[src/rtl/core/dlfm_pkg.sv]
// Shared constants, codes and types of the demoted list flood merge block.
package dlfm_pkg;

	localparam int LIST_LEN = 32;
	localparam int ID_BITS  = 16;
	localparam int IDX_W    = (LIST_LEN > 1) ? $clog2(LIST_LEN) : 1;
	localparam int CNT_W    = $clog2(LIST_LEN + 1);

	localparam logic [15:0] FAIL_MAX = 16'hFFFF;
	localparam logic [7:0]  DEMOTE_LIMIT_RST = 8'd4;

	typedef enum logic [2:0] {
		CMD_BEGIN = 3'd0,
		CMD_START = 3'd1,
		CMD_ELEM  = 3'd2,
		CMD_FAIL  = 3'd3,
		CMD_READ  = 3'd4
	} cmd_t;

	typedef enum logic [1:0] {
		CFG_OWN_ID    = 2'd0,
		CFG_INITIATOR = 2'd1,
		CFG_LIMIT     = 2'd2
	} cfg_idx_t;

	typedef enum logic [2:0] {
		S_IDLE,
		S_SETUP,
		S_RD,
		S_CMP,
		S_ADD,
		S_FIN
	} state_t;

endpackage

[src/rtl/core/demote_list_flood_merge.sv]
// Demoted node list merge: command sequencer, id store and serial duplicate search.
//
//   channel  | signals                                          | handshake
//   ---------+--------------------------------------------------+---------------------------
//   request  | command rx_node_id rx_size last cluster_head     | start & !busy
//            | joined_count new_threshold read_index            |
//   result   | transmit list_count entry_id entry_valid         | done, one cycle, no stall
//            | self_demoted                                     |
//   config   | cfg_index cfg_wdata                              | cfg_we, taken at once
//
// Commands that need no list search pass from accept through setup and finish back to idle.
// Round begin and received elements search the list through the single memory read
// port and one comparator: each stored entry scanned is read and then compared, and
// each insert attempt ends in an add step; one attempt for round begin, up to two for a
// last element. Reset clears all control state; the id store needs no clearing, entries
// past the count are never read. Results cannot be held off; codes 5 to 7 give no result.
module demote_list_flood_merge (
	input  logic                clk,
	input  logic                arst_n,
	input  logic                start,
	output logic                busy,
	input  logic [2:0]          command,
	input  logic [15:0]         rx_node_id,
	input  logic [5:0]          rx_size,
	input  logic                last,
	input  logic                cluster_head,
	input  logic [7:0]          joined_count,
	input  logic [15:0]         new_threshold,
	input  logic [4:0]          read_index,
	input  logic                cfg_we,
	input  logic [1:0]          cfg_index,
	input  logic [15:0]         cfg_wdata,
	output logic                done,
	output logic                transmit,
	output logic [5:0]          list_count,
	output logic [15:0]         entry_id,
	output logic                entry_valid,
	output logic                self_demoted
);

	dlfm_pkg::state_t state_q, state_d;

	// configuration
	logic [15:0] own_q;
	logic        init_q;
	logic [7:0]  limit_q;

	// latched request
	logic [2:0]                   cmd_q;
	logic [dlfm_pkg::ID_BITS-1:0] rx_id_q;
	logic [5:0]                   rx_size_q;
	logic                         last_q;
	logic                         head_q;
	logic [7:0]                   joined_q;
	logic [15:0]                  thresh_q;
	logic [4:0]                   ridx_q;

	// list state
	logic [dlfm_pkg::CNT_W-1:0] count_q;
	logic                       demoted_q;
	logic                       valid_seen_q;
	logic [15:0]                fail_q;
	logic [15:0]                restart_q;
	logic                       changed_q;
	logic                       in_list_q;

	// search unit
	logic [dlfm_pkg::ID_BITS-1:0] mem [dlfm_pkg::LIST_LEN];
	logic [dlfm_pkg::ID_BITS-1:0] rdata_q;
	logic [dlfm_pkg::ID_BITS-1:0] tgt_q;
	logic [dlfm_pkg::CNT_W-1:0]   k_q;
	logic                         hit_q;
	logic                         own_pend_q;
	logic                         tx_q;
	logic                         evalid_q;

	// outputs
	logic        done_q;
	logic        out_tx_q;
	logic [5:0]  out_count_q;
	logic [15:0] out_eid_q;
	logic        out_evalid_q;
	logic        out_dem_q;

	logic                         mem_we;
	logic                         mem_re;
	logic [dlfm_pkg::IDX_W-1:0]   rd_addr;

	logic                         demote_cond;
	logic                         ridx_ok;
	logic                         scan_end;
	logic                         hit;
	logic                         add_ok;
	logic                         size_differs;
	logic [15:0]                  fail_inc;
	logic                         restart_hit;
	logic [dlfm_pkg::ID_BITS-1:0] own_id;

	assign own_id       = own_q[dlfm_pkg::ID_BITS-1:0];
	assign demote_cond  = head_q && (joined_q < limit_q);
	assign ridx_ok      = 32'(ridx_q) < 32'(count_q);
	assign scan_end     = k_q >= count_q;
	assign hit          = rdata_q == tgt_q;
	assign add_ok       = !hit_q && (count_q < dlfm_pkg::CNT_W'(dlfm_pkg::LIST_LEN));
	assign size_differs = 32'(rx_size_q) != 32'(count_q);
	assign fail_inc     = (fail_q != dlfm_pkg::FAIL_MAX) ? fail_q + 16'd1 : fail_q;
	assign restart_hit  = (fail_inc > restart_q) && valid_seen_q;

	assign busy         = state_q != dlfm_pkg::S_IDLE;
	assign done         = done_q;
	assign transmit     = out_tx_q;
	assign list_count   = out_count_q;
	assign entry_id     = out_eid_q;
	assign entry_valid  = out_evalid_q;
	assign self_demoted = out_dem_q;

	// next state
	always_comb begin
		state_d = state_q;
		case (state_q)
			dlfm_pkg::S_IDLE: begin
				if (start) begin
					state_d = dlfm_pkg::S_SETUP;
				end
			end
			dlfm_pkg::S_SETUP: begin
				case (cmd_q)
					dlfm_pkg::CMD_BEGIN: begin
						state_d = demote_cond ? dlfm_pkg::S_RD : dlfm_pkg::S_FIN;
					end
					dlfm_pkg::CMD_ELEM: begin
						if (rx_size_q != 6'd0 || (last_q && demoted_q)) begin
							state_d = dlfm_pkg::S_RD;
						end else begin
							state_d = dlfm_pkg::S_FIN;
						end
					end
					dlfm_pkg::CMD_START, dlfm_pkg::CMD_FAIL, dlfm_pkg::CMD_READ: begin
						state_d = dlfm_pkg::S_FIN;
					end
					default: state_d = dlfm_pkg::S_IDLE;
				endcase
			end
			dlfm_pkg::S_RD: state_d = scan_end ? dlfm_pkg::S_ADD : dlfm_pkg::S_CMP;
			dlfm_pkg::S_CMP: state_d = hit ? dlfm_pkg::S_ADD : dlfm_pkg::S_RD;
			dlfm_pkg::S_ADD: state_d = own_pend_q ? dlfm_pkg::S_RD : dlfm_pkg::S_FIN;
			dlfm_pkg::S_FIN: state_d = dlfm_pkg::S_IDLE;
			default: state_d = dlfm_pkg::S_IDLE;
		endcase
	end

	// memory port control
	always_comb begin
		mem_we  = 1'b0;
		mem_re  = 1'b0;
		rd_addr = k_q[dlfm_pkg::IDX_W-1:0];
		case (state_q)
			dlfm_pkg::S_SETUP: begin
				if (cmd_q == dlfm_pkg::CMD_READ && ridx_ok) begin
					mem_re  = 1'b1;
					rd_addr = dlfm_pkg::IDX_W'(ridx_q);
				end
			end
			dlfm_pkg::S_RD:  mem_re = !scan_end;
			dlfm_pkg::S_ADD: mem_we = add_ok;
			default: begin
				mem_we = 1'b0;
			end
		endcase
	end

	always_ff @(posedge clk) begin
		if (mem_we) begin
			mem[count_q[dlfm_pkg::IDX_W-1:0]] <= tgt_q;
		end
	end

	always_ff @(posedge clk) begin
		if (mem_re) begin
			rdata_q <= mem[rd_addr];
		end
	end

	// request latch and search target
	always_ff @(posedge clk) begin
		if (state_q == dlfm_pkg::S_IDLE && start) begin
			cmd_q     <= command;
			rx_id_q   <= rx_node_id[dlfm_pkg::ID_BITS-1:0];
			rx_size_q <= rx_size;
			last_q    <= last;
			head_q    <= cluster_head;
			joined_q  <= joined_count;
			thresh_q  <= new_threshold;
			ridx_q    <= read_index;
		end
		if (state_q == dlfm_pkg::S_SETUP) begin
			tgt_q <= (cmd_q == dlfm_pkg::CMD_ELEM && rx_size_q != 6'd0) ? rx_id_q : own_id;
		end else if (state_q == dlfm_pkg::S_ADD) begin
			tgt_q <= own_id;
		end
	end

	always_ff @(posedge clk or negedge arst_n) begin
		if (!arst_n) begin
			state_q      <= dlfm_pkg::S_IDLE;
			own_q        <= '0;
			init_q       <= 1'b0;
			limit_q      <= dlfm_pkg::DEMOTE_LIMIT_RST;
			count_q      <= '0;
			demoted_q    <= 1'b0;
			valid_seen_q <= 1'b0;
			fail_q       <= '0;
			restart_q    <= '0;
			changed_q    <= 1'b0;
			in_list_q    <= 1'b0;
			k_q          <= '0;
			hit_q        <= 1'b0;
			own_pend_q   <= 1'b0;
			tx_q         <= 1'b0;
			evalid_q     <= 1'b0;
			done_q       <= 1'b0;
			out_tx_q     <= 1'b0;
			out_count_q  <= '0;
			out_eid_q    <= '0;
			out_evalid_q <= 1'b0;
			out_dem_q    <= 1'b0;
		end else begin
			state_q <= state_d;
			done_q  <= 1'b0;

			if (cfg_we) begin
				case (cfg_index)
					dlfm_pkg::CFG_OWN_ID:    own_q   <= cfg_wdata;
					dlfm_pkg::CFG_INITIATOR: init_q  <= cfg_wdata[0];
					dlfm_pkg::CFG_LIMIT:     limit_q <= cfg_wdata[7:0];
					default: begin
						own_q <= own_q;
					end
				endcase
			end

			case (state_q)
				dlfm_pkg::S_SETUP: begin
					tx_q       <= 1'b0;
					evalid_q   <= 1'b0;
					k_q        <= '0;
					hit_q      <= 1'b0;
					own_pend_q <= 1'b0;
					case (cmd_q)
						dlfm_pkg::CMD_BEGIN: begin
							valid_seen_q <= 1'b0;
							fail_q       <= '0;
							restart_q    <= thresh_q;
							changed_q    <= 1'b0;
							in_list_q    <= 1'b0;
							demoted_q    <= demote_cond;
						end
						dlfm_pkg::CMD_START: begin
							if (init_q) begin
								valid_seen_q <= 1'b1;
								tx_q         <= 1'b1;
							end
						end
						dlfm_pkg::CMD_ELEM: begin
							valid_seen_q <= 1'b1;
							fail_q       <= '0;
							if (!in_list_q) begin
								in_list_q <= 1'b1;
								if (size_differs) begin
									changed_q <= 1'b1;
								end
							end
							// own id follows the received id when both go in
							own_pend_q <= rx_size_q != 6'd0 && last_q && demoted_q;
						end
						dlfm_pkg::CMD_FAIL: begin
							if (restart_hit) begin
								fail_q    <= '0;
								restart_q <= thresh_q;
								tx_q      <= 1'b1;
							end else begin
								fail_q <= fail_inc;
							end
						end
						dlfm_pkg::CMD_READ: evalid_q <= ridx_ok;
						default: begin
							tx_q <= 1'b0;
						end
					endcase
				end
				dlfm_pkg::S_CMP: begin
					if (hit) begin
						hit_q <= 1'b1;
					end else begin
						k_q <= k_q + dlfm_pkg::CNT_W'(1);
					end
				end
				dlfm_pkg::S_ADD: begin
					if (add_ok) begin
						count_q <= count_q + dlfm_pkg::CNT_W'(1);
						if (cmd_q == dlfm_pkg::CMD_ELEM) begin
							changed_q <= 1'b1;
						end
					end
					// restart the scan for the own id
					k_q        <= '0;
					hit_q      <= 1'b0;
					own_pend_q <= 1'b0;
				end
				dlfm_pkg::S_FIN: begin
					done_q       <= 1'b1;
					out_count_q  <= 6'(count_q);
					out_evalid_q <= evalid_q;
					out_eid_q    <= evalid_q ? 16'(rdata_q) : 16'd0;
					out_dem_q    <= demoted_q;
					if (cmd_q == dlfm_pkg::CMD_ELEM) begin
						out_tx_q <= last_q && changed_q;
						if (last_q) begin
							changed_q <= 1'b0;
							in_list_q <= 1'b0;
						end
					end else begin
						out_tx_q <= tx_q;
					end
				end
				default: begin
					k_q <= k_q;
				end
			endcase
		end
	end

	a_done_after_fin: assert property (@(posedge clk) disable iff (!arst_n)
		done |-> $past(state_q == dlfm_pkg::S_FIN))
		else $error("result strobe without a finishing step");

	a_count_bound: assert property (@(posedge clk) disable iff (!arst_n)
		count_q <= dlfm_pkg::CNT_W'(dlfm_pkg::LIST_LEN))
		else $error("list count past capacity");

	a_scan_in_range: assert property (@(posedge clk) disable iff (!arst_n)
		state_q == dlfm_pkg::S_CMP |-> k_q < count_q)
		else $error("compare on an entry past the count");

	a_valid_only_read: assert property (@(posedge clk) disable iff (!arst_n)
		done && entry_valid |-> cmd_q == dlfm_pkg::CMD_READ)
		else $error("entry marked valid outside a read");

endmodule
[config.mk]
export PLATFORM = sky130hd
export DESIGN_NAME = demote_list_flood_merge
export DESIGN_NICKNAME = d
export VERILOG_FILES = /design/src/rtl/core/dlfm_pkg.sv /design/src/rtl/core/demote_list_flood_merge.sv
export SDC_FILE = /design/constraint.sdc
export NUM_CORES = 1
export LEC_CHECK = 0
export CELL_PAD_IN_SITES_DETAIL_PLACEMENT = 0
export CELL_PAD_IN_SITES_GLOBAL_PLACEMENT = 2
export CORE_MARGIN = 2
export CORE_UTILIZATION = 46
export DETAILED_ROUTE_END_ITERATION = 8
export DONT_BUFFER_PORTS = 1
export PLACE_DENSITY_LB_ADDON = 0.1
export SYNTH_ARGS = -nofsm -noshare
export SYNTH_HDL_FRONTEND = slang
export SYNTH_SLANG_ARGS = --single-unit
[constraint.sdc]
create_clock -name clk -period 5.5 [get_ports clk]
set_input_delay 0 -clock clk [delete_from_list [all_inputs] [get_ports clk]]
set_output_delay 0 -clock clk [all_outputs]
set_load 0.1 [all_outputs]
# Word-level counts from Yosys, hierarchy flattened
# Memories as Yosys holds them, arrays and structs flattened. A register that Yosys moved wholly into a read port is not among the register bits.
# Cells that the tools add are included.
# word_totals
regBits	178
latchBits	0
mem_bits_rw	512
mem_bits_ro	0
in_bits	78
n_memories	1
# mem_list
memory	depth	word_bits	rd	rd_clocked_by_memory_dff	wr	line_no	source
mem	32	16	1	1	1	demote_list_flood_merge.sv:68	logic [dlfm_pkg::ID_BITS-1:0] mem [dlfm_pkg::LIST_LEN];
# op_classes
n_addsub	3
n_mul	0
div_mod_pow	0
order_cmp	5
n_eq_ne	26
shift	0
muxes	48
n_bitwise	0
n_reduce_logical	40
# op_table
operator	count
16-bit 2-to-1 mux	7
16-bit one-hot mux with 2 select lines	2
1-bit 2-to-1 mux	18
3-bit 2-to-1 mux	6
16-bit by 1-bit adder with 16-bit output (second input constant)	1
16-bit == test	1
16-bit greater-than comparator	1
16-bit inequality test (second input constant)	1
2-bit inequality test (second input constant)	8
2-bit AND reduction	8
3-bit one-hot mux with 5 select lines	1
1-bit one-hot mux with 2 select lines	7
6-bit by 1-bit adder with 6-bit output (second input constant)	2
3-bit by 2-bit == test with 1-bit output (second input constant)	4
6-bit one-hot mux with 2 select lines	1
1-bit logical AND	10
5-bit 2-to-1 mux	2
2-bit nonzero test	5
3-bit == test (second input constant)	3
3-bit one-hot mux with 3 select lines	1
3-bit nonzero test	3
8-bit < comparator	1
8-bit AND reduction	1
3-bit by 1-bit == test with 1-bit output (second input constant)	2
other kinds (20)	26

# Depth between registers and ports, before layout
# Gate-level depths: netlist of the first run.
# depth
ltp_word	6
mapped_depth	17

# Worst setup path after synthesis of the first run
# No wires, ideal clock.
# synth_path
path_type	reg-to-reg
from	reg fail_q[1]
to	reg restart_q[10]
setup_time_ns	0.125
arrival_time_ns	3.877
required_time_ns	5.375
setup_slack_ns	1.499
stages_incl_launch_ff	18
synth_period_minus_slack_ns	4.001
cell_sequence	dfrtp_1 ha_1 nand2_1 or2_2 or3_1 clkbuf_1 nand4_1 nor2_1 xor2_1 ha_1 nand4_1 nor2_1 nand4_1 a21oi_1 o221ai_1 o21ai_1 buf_2 mux2_2
# synth_between
elab_chain_cells	6
word_cells_on_any_way	7
classes_between	add/sub: 1; order compare: 1; eq/ne: 2; mux: 1; reduce/logical: 2
# synth_rtl
item	line_no	source
start: declaration	demote_list_flood_merge.sv:62	logic [15:0] fail_q;
start signal: assignment	demote_list_flood_merge.sv:282	fail_q <= fail_inc;
16-bit by 1-bit adder with 16-bit output / 16-bit inequality test (equally long branches)	demote_list_flood_merge.sv:106	assign fail_inc = (fail_q != dlfm_pkg::FAIL_MAX) ? fail_q + 16'd1 : fail_q;
16-bit 2-to-1 mux (*)	demote_list_flood_merge.sv:106	
16-bit greater-than comparator (*)	demote_list_flood_merge.sv:107	assign restart_hit = (fail_inc > restart_q) && valid_seen_q;
1-bit logical AND (*)	demote_list_flood_merge.sv:107	
2-bit inequality test (no source line) (*)	--	
3-bit AND reduction (no source line) (*)	--	
end signal: assignment	demote_list_flood_merge.sv:253	restart_q <= thresh_q;
end signal: assignment	demote_list_flood_merge.sv:279	restart_q <= thresh_q;
end: declaration	demote_list_flood_merge.sv:63	logic [15:0] restart_q;
# Mark *: on every way between the ends. The rest lies on a longest branch, timed or not.
# A chain may end at the register's enable or synchronous reset.

# Final worst setup path of the first run
# layout_path
from	reg count_q[4] in the netlist's numbering
to	reg rdata_q[14] in the netlist's numbering, read port of mem, data pin
# layout_between
elab_chain_cells	4
word_cells_on_any_way	8
classes_between	order compare: 2; mux: 4; reduce/logical: 2
# layout_rtl
item	line_no	source
start: declaration	demote_list_flood_merge.sv:59	logic [dlfm_pkg::CNT_W-1:0] count_q;
start signal: assignment	demote_list_flood_merge.sv:300	count_q <= count_q + dlfm_pkg::CNT_W'(1);
5-bit by 6-bit < comparator with 1-bit output	demote_list_flood_merge.sv:101	assign ridx_ok = 32'(ridx_q) < 32'(count_q);
1-bit logical AND	demote_list_flood_merge.sv:159	if (cmd_q == dlfm_pkg::CMD_READ && ridx_ok) begin
1-bit 2-to-1 mux / 5-bit 2-to-1 mux (equally long branches)	demote_list_flood_merge.sv:159	
1-bit one-hot mux with 2 select lines / 5-bit 2-to-1 mux (equally long branches)	demote_list_flood_merge.sv:157	case (state_q)
end: declaration	demote_list_flood_merge.sv:69	logic [dlfm_pkg::ID_BITS-1:0] rdata_q;
# Parallel ways exist; a longest one is shown, timed or not.

==> results of run 1 <==
[layer usage]
layer	GRT usage, %	up-vias
li1	-	8061
met1	35.1	9021
met2	39.6	566
met3	4.07	103
met4	7.34	0
met5	0	-
[layout by cell type, fill, tap and decap left out, types with 37 or more instances in the layout]
cell	count
a21oi_1	114
buf_4	75
clkbuf_16	76
dfrtp_1	105
dlygate4sd3_1	125
edfxtp_1	600
ha_1	39
inv_1	37
mux2_2	62
nand2_1	336
nand3_1	45
nor2_1	100
o21ai_0	37
o22ai_1	46
[flip-flops by register name, summed over array words and instances, names as in the netlist, 3 cells and up]
register / cells
rx_id_q: 16
own_id: 16
rx_size_q: 6
list_count: 6
tgt_q: 16
k_q: 6
restart_q: 16
joined_q: 8
rdata_q: 16
mem: 512
fail_q: 16
cmd_q: 3
ridx_q: 5
count_q: 6
entry_id: 16
thresh_q: 16
limit_q: 8
state_q: 3
[power breakdown]
part / total [mW] / internal (mW) / switching [mW]
clock network: 4.94 / 2.88 / 2.05
logic: 3.14 / 0.893 / 2.25
registers: 7.72 / 6.95 / 0.775
total: 15.8 / 10.7 / 5.07
[cell type report]
type	instances	share of cell area, %
Inverter	38	0.424
Timing Repair Buffer	207	5.83
Tap cell	837	3.11
Clock inverter	29	0.948
Antenna cell	1	0.00743
Multi-Input combinational cell	1191	22.2
Sequential cell	706	61.4
Clock buffer	103	6.07
[synth_stat cells (3+ instances only)]
library cell and instances:
a21o_1 12, a21oi_1 114, nor3_2 14, a31oi_1 34, inv_1 38, o2111ai_1 18
nor3b_1 5, xor2_1 29, a32oi_1 31, nand3b_1 33, dfrtp_1 105, nor3_1 29
nand3_1 45, mux2_2 62, nor2b_1 7, o22ai_1 46, a221oi_1 14, nand4_1 13
mux2i_4 5, buf_6 4, buf_1 3, nor2_1 101, a211oi_1 5, o21ai_0 37
buf_2 32, o21a_1 4, clkbuf_1 56, o21ai_1 3, a22oi_1 32, a22o_1 14
nor4_1 9, mux2i_1 35, mux2i_2 4, buf_4 10, nand2b_1 10, edfxtp_1 600
nand2_1 336, and3_1 8, ha_1 39, o211ai_1 4, xnor2_1 12
[kinds of logic (layout without fill, tap and decap cells)]
group	Yosys count	after routing	synth area share, %
other	0	1	0
xor gates and xnor gates	41	41	1.25
adders and majority gates	39	39	1.70
muxes	107	107	4.28
and+or+nand+nor	622	622	9.83
buffers and inverters	143	377	2.24
AOI/OAI and AO/OA	382	382	8.77
DFF	706	706	71.9
[per-stage QoR]
stage	area (sq um)	setup slack (ns)	std cells	power, mW	util, %
3_3_place_gp	30000	0.948	2853	10.8	48.7
4_1_cts	33700	0.891	3110	15.9	54.5
6_report	33700	0.695	3112	15.8	54.6
5_1_grt	33700	0.595	3112	16.5	54.6
2_1_floorplan	28700	1.50	2040	9.56	-
3_5_place_dp	30000	0.936	2853	10.9	48.7
[worst max-delay path: stages, from the launching register on]
cell,delay (ns)
dfrtp_1,0.50
inv_1,0.22
ha_1,0.33
a21oi_1,0.19
o2111ai_2,0.21
a21oi_4,0.43
mux2_2,0.71
buf_12,0.36
o32ai_1,0.15
nor3_1,0.47
o2111ai_1,0.25
nor4_1,0.63
[how the worst max path moves through the flow]
stage	from	to	slack (ns)	cells past startpoint
3_3_place_gp	count_q[4]	rdata_q[14]	0.95	11
4_1_cts	count_q[4]	rdata_q[14]	0.89	11
3_5_place_dp	count_q[4]	rdata_q[14]	0.94	11
6_report	count_q[4]	rdata_q[14]	0.70	11
2_1_floorplan	fail_q[1]	restart_q[10]	1.50	17
5_1_grt	count_q[4]	rdata_q[14]	0.60	11
[repair_timing]
action | CTS | global route
hold endpoints to repair | 208 | 1
setup endpoints to repair | 0 | 0
hold buffers | 125 | 1
==> results.tsv, run 1 <==
stage	metric	value	unit
die	rows	91	
finish	multi_input_area	0.00748	sq mm
die	start_util	46.6	%
critical_path	end_kind	register	
grt	grt_max_degree	105	
cts	tritoncts	done	
critical_path	crit_type	register to register	
timing	max_freq	0.208	GHz
cts	cts_post_setup_buffers_inserted	0	
routing	drt-initial-drc-count	1594	
power_and_ir_drop	vdd_drop_max	620	uV
placement	gp_congestion	0.823	
routing	routed_wl	78.6	mm
timing	period_minus_slack	4.80	ns
die	die_area	0.0645	sq mm
routing	route.met3.wl	5.00	mm
synth	synthFlopType	edfxtp_1	
timing	final_hold_viol_count	0	
timing	fin_skew	0.0176	ns
synth	seq_area_frac_synth	71.9	%
cts	clockRootBuffer	clkbuf_16	
cts	cts_buffer_depth	3	
timing	finalCritPeriodShare	87.4	%
synth	ys_warn_count	0	
critical_path	r2r_start	count_q[4]	
routing	vias_per_cell	5.70	
synth	synth-edff-count	600	
synth	synth_seq_cells	706	
grt	grt_pass1_wl	115	mm
grt	grt_pass1_vias	17400	
grt	overflow	0	
critical_path	crit_path_start_kind	register	
synth	async_flop_share	15.0	%
finish	fin_nets	2336	
grt	gr-usage-all-layers	24.8	%
critical_path	ff2ff_path_depth	11	
routing	ant_nets	0	
routing	dr.pass1.iters	5	
synth	synth_cell_types	63	
flow_run	cap_violations	0	
timing	tightestPinTransition	1.19	ns
finish	n_fill_cell	5146	
finish	area_growth	17.2	%
power_and_ir_drop	leakagePower	11.5	nW
cts	path_clk_slew	0.06	ns
hold_path	hold_start	new_threshold[12]	
cts	numCtsBuffers	75	
synth	netlist_area	0.0287	sq mm
synth	synthCells	2040	
routing	wl_met2	37.0	mm
timing	maxSlewViolCount	0	
cts	htreeDepth	3	
critical_path	crit_arrival	5.12	ns
synth	syn_area_per_cell	14.1	sq um
synth	synth_area_leaders	edfxtp_1 (63%), dfrtp_1 (9.1%), nand2_1 (4.4%)	
timing	max_slew_margin	19.1	%
hold_path	min_path_cells	1	
routing	drc	0	
critical_path	critPathMaxFanout	48	
die	die_h	254	um
synth	syn-num-nets	2157	
routing	wl_met1	34.6	mm
timing	setup-violations-final	0	
hold_path	hold_end	thresh_q[12]	
critical_path	required	5.81	ns
finish	regArea	0.0207	sq mm
placement	io_buffer_count	0	
timing	holdWs	0.0265	ns
critical_path	timing.rr.end	rdata_q[14]	
cts	clock-sinks	706	
cts	clk_latency	0.61	ns
synth	synth_top_area_share	62.7	%
routing	post_drt_wl_per_cell	25.3	um
critical_path	reg2reg_slack	0.70	ns
timing	tns	0	ns
synth	synth_area_leader_cell	edfxtp_1	
finish	drive_gt1_share	12.6	%
timing	rsz0062_at_grt	false	
placement	dpl.hpwl	47.6	mm
routing	via_count	17800	
hold_path	min_path_type	primary input to register	
cts	cts_resized	0	
die	ios	105	
outcome	status	completed	
power_and_ir_drop	power.density	469	mW/mm^2
die	die_w	254	um
die	core_area	0.0617	sq mm
routing	top_layer	met4	
grt	antenna_found_initial	2	
Note: power is estimated with default switching activity, not from simulation.
==> run 2: changes to the inputs <==
--- a/config.mk
+++ b/config.mk
@@ -8,7 +8,7 @@
 export CELL_PAD_IN_SITES_DETAIL_PLACEMENT = 0
 export CELL_PAD_IN_SITES_GLOBAL_PLACEMENT = 2
 export CORE_MARGIN = 2
-export CORE_UTILIZATION = 46
+export CORE_UTILIZATION = 40
 export DETAILED_ROUTE_END_ITERATION = 8
 export DONT_BUFFER_PORTS = 1
 export PLACE_DENSITY_LB_ADDON = 0.1
==> constraint.sdc (replaced) <==
create_clock -name clk -period 5.5 [get_ports clk]
set_input_delay 1.65 -clock clk [delete_from_list [all_inputs] [get_ports clk]]
set_output_delay 1.65 -clock clk [all_outputs]
set_load 0.1 [all_outputs]
==> results.tsv, run 2 (synthesis results as in run 1) <==
stage	metric	value	unit
critical_path	cp_cell_sequence	inv_1 -> ha_1 -> a21oi_1 -> o2111ai_2 -> a21oi_4 -> mux2i_4 -> nand2b_1 -> o2111ai_1 -> nor3_2	
placement	gp_congestion	0.796	
grt	grt_pass1_wl	118	mm
timing	maxSlewViolCount	0	
critical_path	max_stage_delay	0.86	ns
cts	htreeDepth	3	
cts	path_clk_slew	0.06	ns
timing	setup-violations-final	0	
placement	io_buffer_count	0	
hold_path	min_path_type	register to register	
critical_path	reg2reg_slack	0.96	ns
finish	fin_nets	2218	
die	ios	105	
critical_path	r2r_start	count_q[4]	
routing	routed_wl	80.6	mm
routing	via_count	17100	
timing	tightestPinTransition	1.13	ns
die	start_util	40.3	%
cts	clock-sinks	706	
finish	drive_gt1_share	13.8	%
critical_path	required	5.86	ns
cts	clk_latency	0.63	ns
grt	grt_max_degree	107	
power_and_ir_drop	vdd_drop_max	411	uV
critical_path	crit_path_start_kind	register	
finish	largest_reg_flops	512	
timing	finalCritPeriodShare	82.5	%
routing	ant_nets	0	
timing	final_hold_viol_count	0	
cts	clockRootBuffer	clkbuf_16	
timing	holdWs	0.477	ns
critical_path	cp_top_family	compound AO/OA/AOI/OAI gates	
critical_path	cp_num_cells	9	
die	core_area	0.0714	sq mm
power_and_ir_drop	leakagePower	11.1	nW
power_and_ir_drop	power.density	487	mW/mm^2
critical_path	crit_type	register to register	
cts	numCtsBuffers	77	
placement	postPlaceCellArea	0.0302	sq mm
finish	area_growth	13.6	%
cts	cts_resized	0	
cts	cts_buffer_depth	3	
grt	gr-usage-all-layers	21.9	%
routing	dr.pass1.iters	5	
timing	fin_ws	0.961	ns
die	die_area	0.0740	sq mm
routing	drc	0	
critical_path	critPathBufInv	1	
cts	tritoncts	done	
finish	layout_commonest_cell	edfxtp_1	
routing	vias_per_cell	5.50	
timing	max_slew_margin	24.8	%
die	die_w	272	um
timing	period_minus_slack	4.54	ns
cts	cts_post_setup_buffers_inserted	0	
outcome	status	completed	
critical_path	end_kind	register	
flow_run	cap_violations	0	
cts	hold_buffers	0	
die	rows	98	
critical_path	crit_start	count_q[4]	
finish	layout_common_cells	edfxtp_1 (600), nand2_1 (336), a21oi_1 (114)	
finish	fin_area	0.0327	sq mm
placement	place_ws	0.905	ns
die	die_h	272	um
timing	rsz0062_at_grt	false	
critical_path	timing.rr.end	rdata_q[5]	
grt	overflow	0	
timing	max_freq	0.220	GHz
critical_path	crit_arrival	4.90	ns
timing	fin_skew	0.0150	ns
placement	dpl.hpwl	49.2	mm
grt	grt_pass1_vias	17300	
routing	post_drt_wl_per_cell	25.9	um
grt	antenna_found_initial	1	
critical_path	ff2ff_path_depth	9	
critical_path	critPathMaxFanout	17	
critical_path	slowest_stage	mux2i_4	
routing	drt-initial-drc-count	1401	
timing	tns	0	ns
critical_path	endpoint	rdata_q[5]	
## run 2: cell count changes in the layout (fill, tap and decap cells not counted), sizes merged, moves of 2 or more
cell | previous run | this run
clkinv | 15 | 23
buf | 82 | 87
inv | 40 | 42
dlygate4sd3 | 125 | 0
clkinvlp | 6 | 1
clkbuf | 103 | 106
## run 2: worst reg2reg max path: cells and delay by family (launching register included)
family	cells	cell delay (ns)
AO/OA/AOI/OAI	4	1.53
adder cells (fa/ha/maj)	1	0.32
buffers and inverters	1	0.20
flip-flops	1	0.50
multiplexers	1	0.86
AND/OR/NAND/NOR	2	0.87
## run 2: how the worst min path moves through the flow
stage	end	cells after the start	from
after floorplan	in_list_q	2	in_list_q
after global placement	restart_q[15]	1	thresh_q[15]
after detailed placement	restart_q[1]	1	thresh_q[1]
after CTS	restart_q[4]	1	thresh_q[4]
after global routing	restart_q[4]	1	thresh_q[4]
final	restart_q[7]	1	thresh_q[7]
## run 2: through the flow
| stage | power [mW] | util, % | cells |
|---|---|---|---|
| finish | 15.9 | 45.8 | 3112 |
| global route | 16.6 | 45.8 | 3111 |
| CTS | 16.1 | 45.8 | 3111 |
| detailed placement | 10.9 | 42.3 | 2972 |
| global placement | 10.9 | 42.3 | 2972 |
| floorplan | 9.56 | - | 2040 |
## run 2: layer usage
metal,routed length [um],global-route usage (%),vias up
li1,-,-,7830
met1,36800,31.1,8757
met2,37400,34.8,440
met3,4750,4.20,84
met4,1550,5.64,2
met5,13,0,-
## run 2: cell type report
type                            count  area [sq um]
Tap cell                          950          1190
Antenna cell                        1          2.50
Sequential cell                   706         20700
Multi-Input combinational cell   1191          7490
Timing Repair Buffer               87           678
Fill cell                        6408         38700
Clock inverter                     33           307
Inverter                           38           143
Clock buffer                      106          2170
## run 2: where the power goes
group | internal (mW) | switching, mW | leakage, nW
clock | 3.00 | 2.10 | 1.21
combinational | 0.824 | 2.28 | 3.09
sequential | 6.95 | 0.747 | 6.80
total | 10.8 | 5.13 | 11.1
==> run 3: changes to the inputs <==
==> constraint.sdc (replaced) <==
create_clock -name clk -period 3.9 [get_ports clk]
set_input_delay 1.17 -clock clk [delete_from_list [all_inputs] [get_ports clk]]
set_output_delay 1.17 -clock clk [all_outputs]
set_load 0.1 [all_outputs]
==> results.tsv, run 3 (synthesis results as in run 1) <==
stage	metric	value	unit
timing	period_minus_slack	3.65	ns
critical_path	crit_path_start_kind	register	
grt	overflow	0	
cts	htreeDepth	3	
placement	io_buffer_count	0	
critical_path	crit_type	register to register	
finish	fin_area	0.0334	sq mm
die	start_util	40.3	%
routing	dr.pass1.iters	5	
timing	setup-violations-final	0	
grt	grt_max_degree	107	
placement	gp_congestion	0.844	
hold_path	min_path_type	primary input to asynchronous set/reset pin	
timing	fin_skew	0.0182	ns
cts	cts_buffer_depth	3	
routing	routed_wl	79.7	mm
power_and_ir_drop	leakagePower	11.5	nW
cts	clock-sinks	706	
routing	post_drt_wl_per_cell	25.1	um
outcome	status	completed	
power_and_ir_drop	power.density	693	mW/mm^2
cts	numCtsBuffers	76	
routing	ant_nets	0	
grt	gr-usage-all-layers	21.6	%
grt	grt_pass1_wl	117	mm
die	ios	105	
cts	clk_latency	0.62	ns
routing	drt-initial-drc-count	1242	
die	die_area	0.0740	sq mm
die	die_w	272	um
routing	via_count	17300	
placement	dpl.hpwl	51.4	mm
die	core_area	0.0714	sq mm
routing	drc	0	
finish	layout_common_cells	edfxtp_1 (600), nand2_1 (335), buf_4 (129)	
timing	maxSlewViolCount	0	
cts	clockRootBuffer	clkbuf_16	
critical_path	reg2reg_slack	0.25	ns
cts	hold_buffers	0	
timing	rsz0062_at_grt	false	
critical_path	r2r_start	ridx_q[4]	
timing	finalCritPeriodShare	93.6	%
finish	n_antenna_cell	0	
grt	grt_pass1_vias	17200	
placement	postPlaceCellArea	0.0307	sq mm
critical_path	critPathMaxFanout	62	
critical_path	end_kind	register	
finish	drive_gt1_share	16.6	%
critical_path	crit_arrival	4.01	ns
timing	final_hold_viol_count	0	
routing	vias_per_cell	5.47	
cts	tritoncts	done	
die	die_h	272	um
finish	layout_commonest_cell	edfxtp_1	
timing	tightestPinTransition	1.33	ns
critical_path	required	4.26	ns
finish	fin_nets	2274	
finish	n_fill_cell	6365	
die	rows	98	
cts	path_clk_slew	0.07	ns
timing	max_freq	0.274	GHz
power_and_ir_drop	p_total	23.2	mW
critical_path	crit_start	ridx_q[4]	
timing	max_slew_margin	11.0	%
finish	area_growth	16.4	%
power_and_ir_drop	vdd_drop_max	479	uV
flow_run	cap_violations	0	
finish	largest_reg_flops	512	
grt	antenna_found_initial	1	
-- run 3: cell types whose count changed in the layout (fill, tap and decap cells not counted), sizes merged --
cell | previous run | this run
clkinvlp | 1 | 5
diode | 1 | 0
clkinv | 23 | 24
bufinv | 5 | 13
clkbuf | 106 | 95
buf | 87 | 144
-- run 3: layer usage --
metal / GRT usage [%] / part of all wire, % / up-vias
li1: - / - / 7934
met1: 31.5 / 47 / 8839
met2: 33.4 / 46 / 465
met3: 3.58 / 5.6 / 88
met4: 6.29 / 2.3 / 0
met5: 0 / 0 / -
-- run 3: per-stage QoR --
| stage | setup TNS [ns] | instances | utilization, % | setup slack, ns | hold slack (ns) |
|---|---|---|---|---|---|
| final | 0 | 3170 | 46.9 | 0.251 | 0.260 |
| after global routing | 0 | 3170 | 46.9 | 0.0225 | 0.224 |
| after CTS | 0 | 3169 | 46.8 | 0.0575 | 0.220 |
| after detailed placement | -1.45 | 3028 | 43.1 | -0.103 | 0.465 |
| after global placement | -1.22 | 3028 | 43.1 | -0.0774 | 0.457 |
| after floorplan | 0 | 2040 | - | 0.0525 | 0.446 |
-- run 3: area by class of cell --
type | count | area (sq um) | area share, %
flip-flops and latches | 706 | 20700 | 61.8
multi-input cells | 1191 | 7510 | 22.5
clock buffers | 95 | 2080 | 6.21
repair buffers | 144 | 1270 | 3.79
well taps | 950 | 1190 | 3.55
clock inverters | 46 | 588 | 1.76
inverters | 38 | 143 | 0.426
-- run 3: final timing paths --
check | endpoint | cells after the start
setup reg to reg | rdata_q[13] | 11
hold / removal | limit_q[3] | 0
hold reg to reg | restart_q[6] | 1
setup / recovery | rdata_q[13] | 11
min in group clk | restart_q[6] | 1
max in group asynchronous | limit_q[2] | 0
-- run 3: report_power, final --
| part | internal, mW | switching, mW |
|---|---|---|
| combinational | 1.34 | 3.31 |
| clock | 4.66 | 2.99 |
| sequential | 9.80 | 1.08 |
-- run 3: what timing repair did --
action / in CTS / in global routing
pin swaps: 0 / 2
gates cloned: 0 / 0
resized for setup: 1 / 2
buffers inserted: 0 / 1
endpoints found under the setup margin: 16 / 29
-- run 3: worst max-delay path, stage by stage (launching register included) --
cell and delay (ns):
edfxtp_1 0.45, ha_1 0.34, a21oi_1 0.20, o2111ai_2 0.22, a21oi_4 0.22, buf_12 0.19
mux2_4 0.41, buf_12 0.31, nand2_1 0.10, a22oi_1 0.21, nand4_1 0.23, a211oi_1 0.44
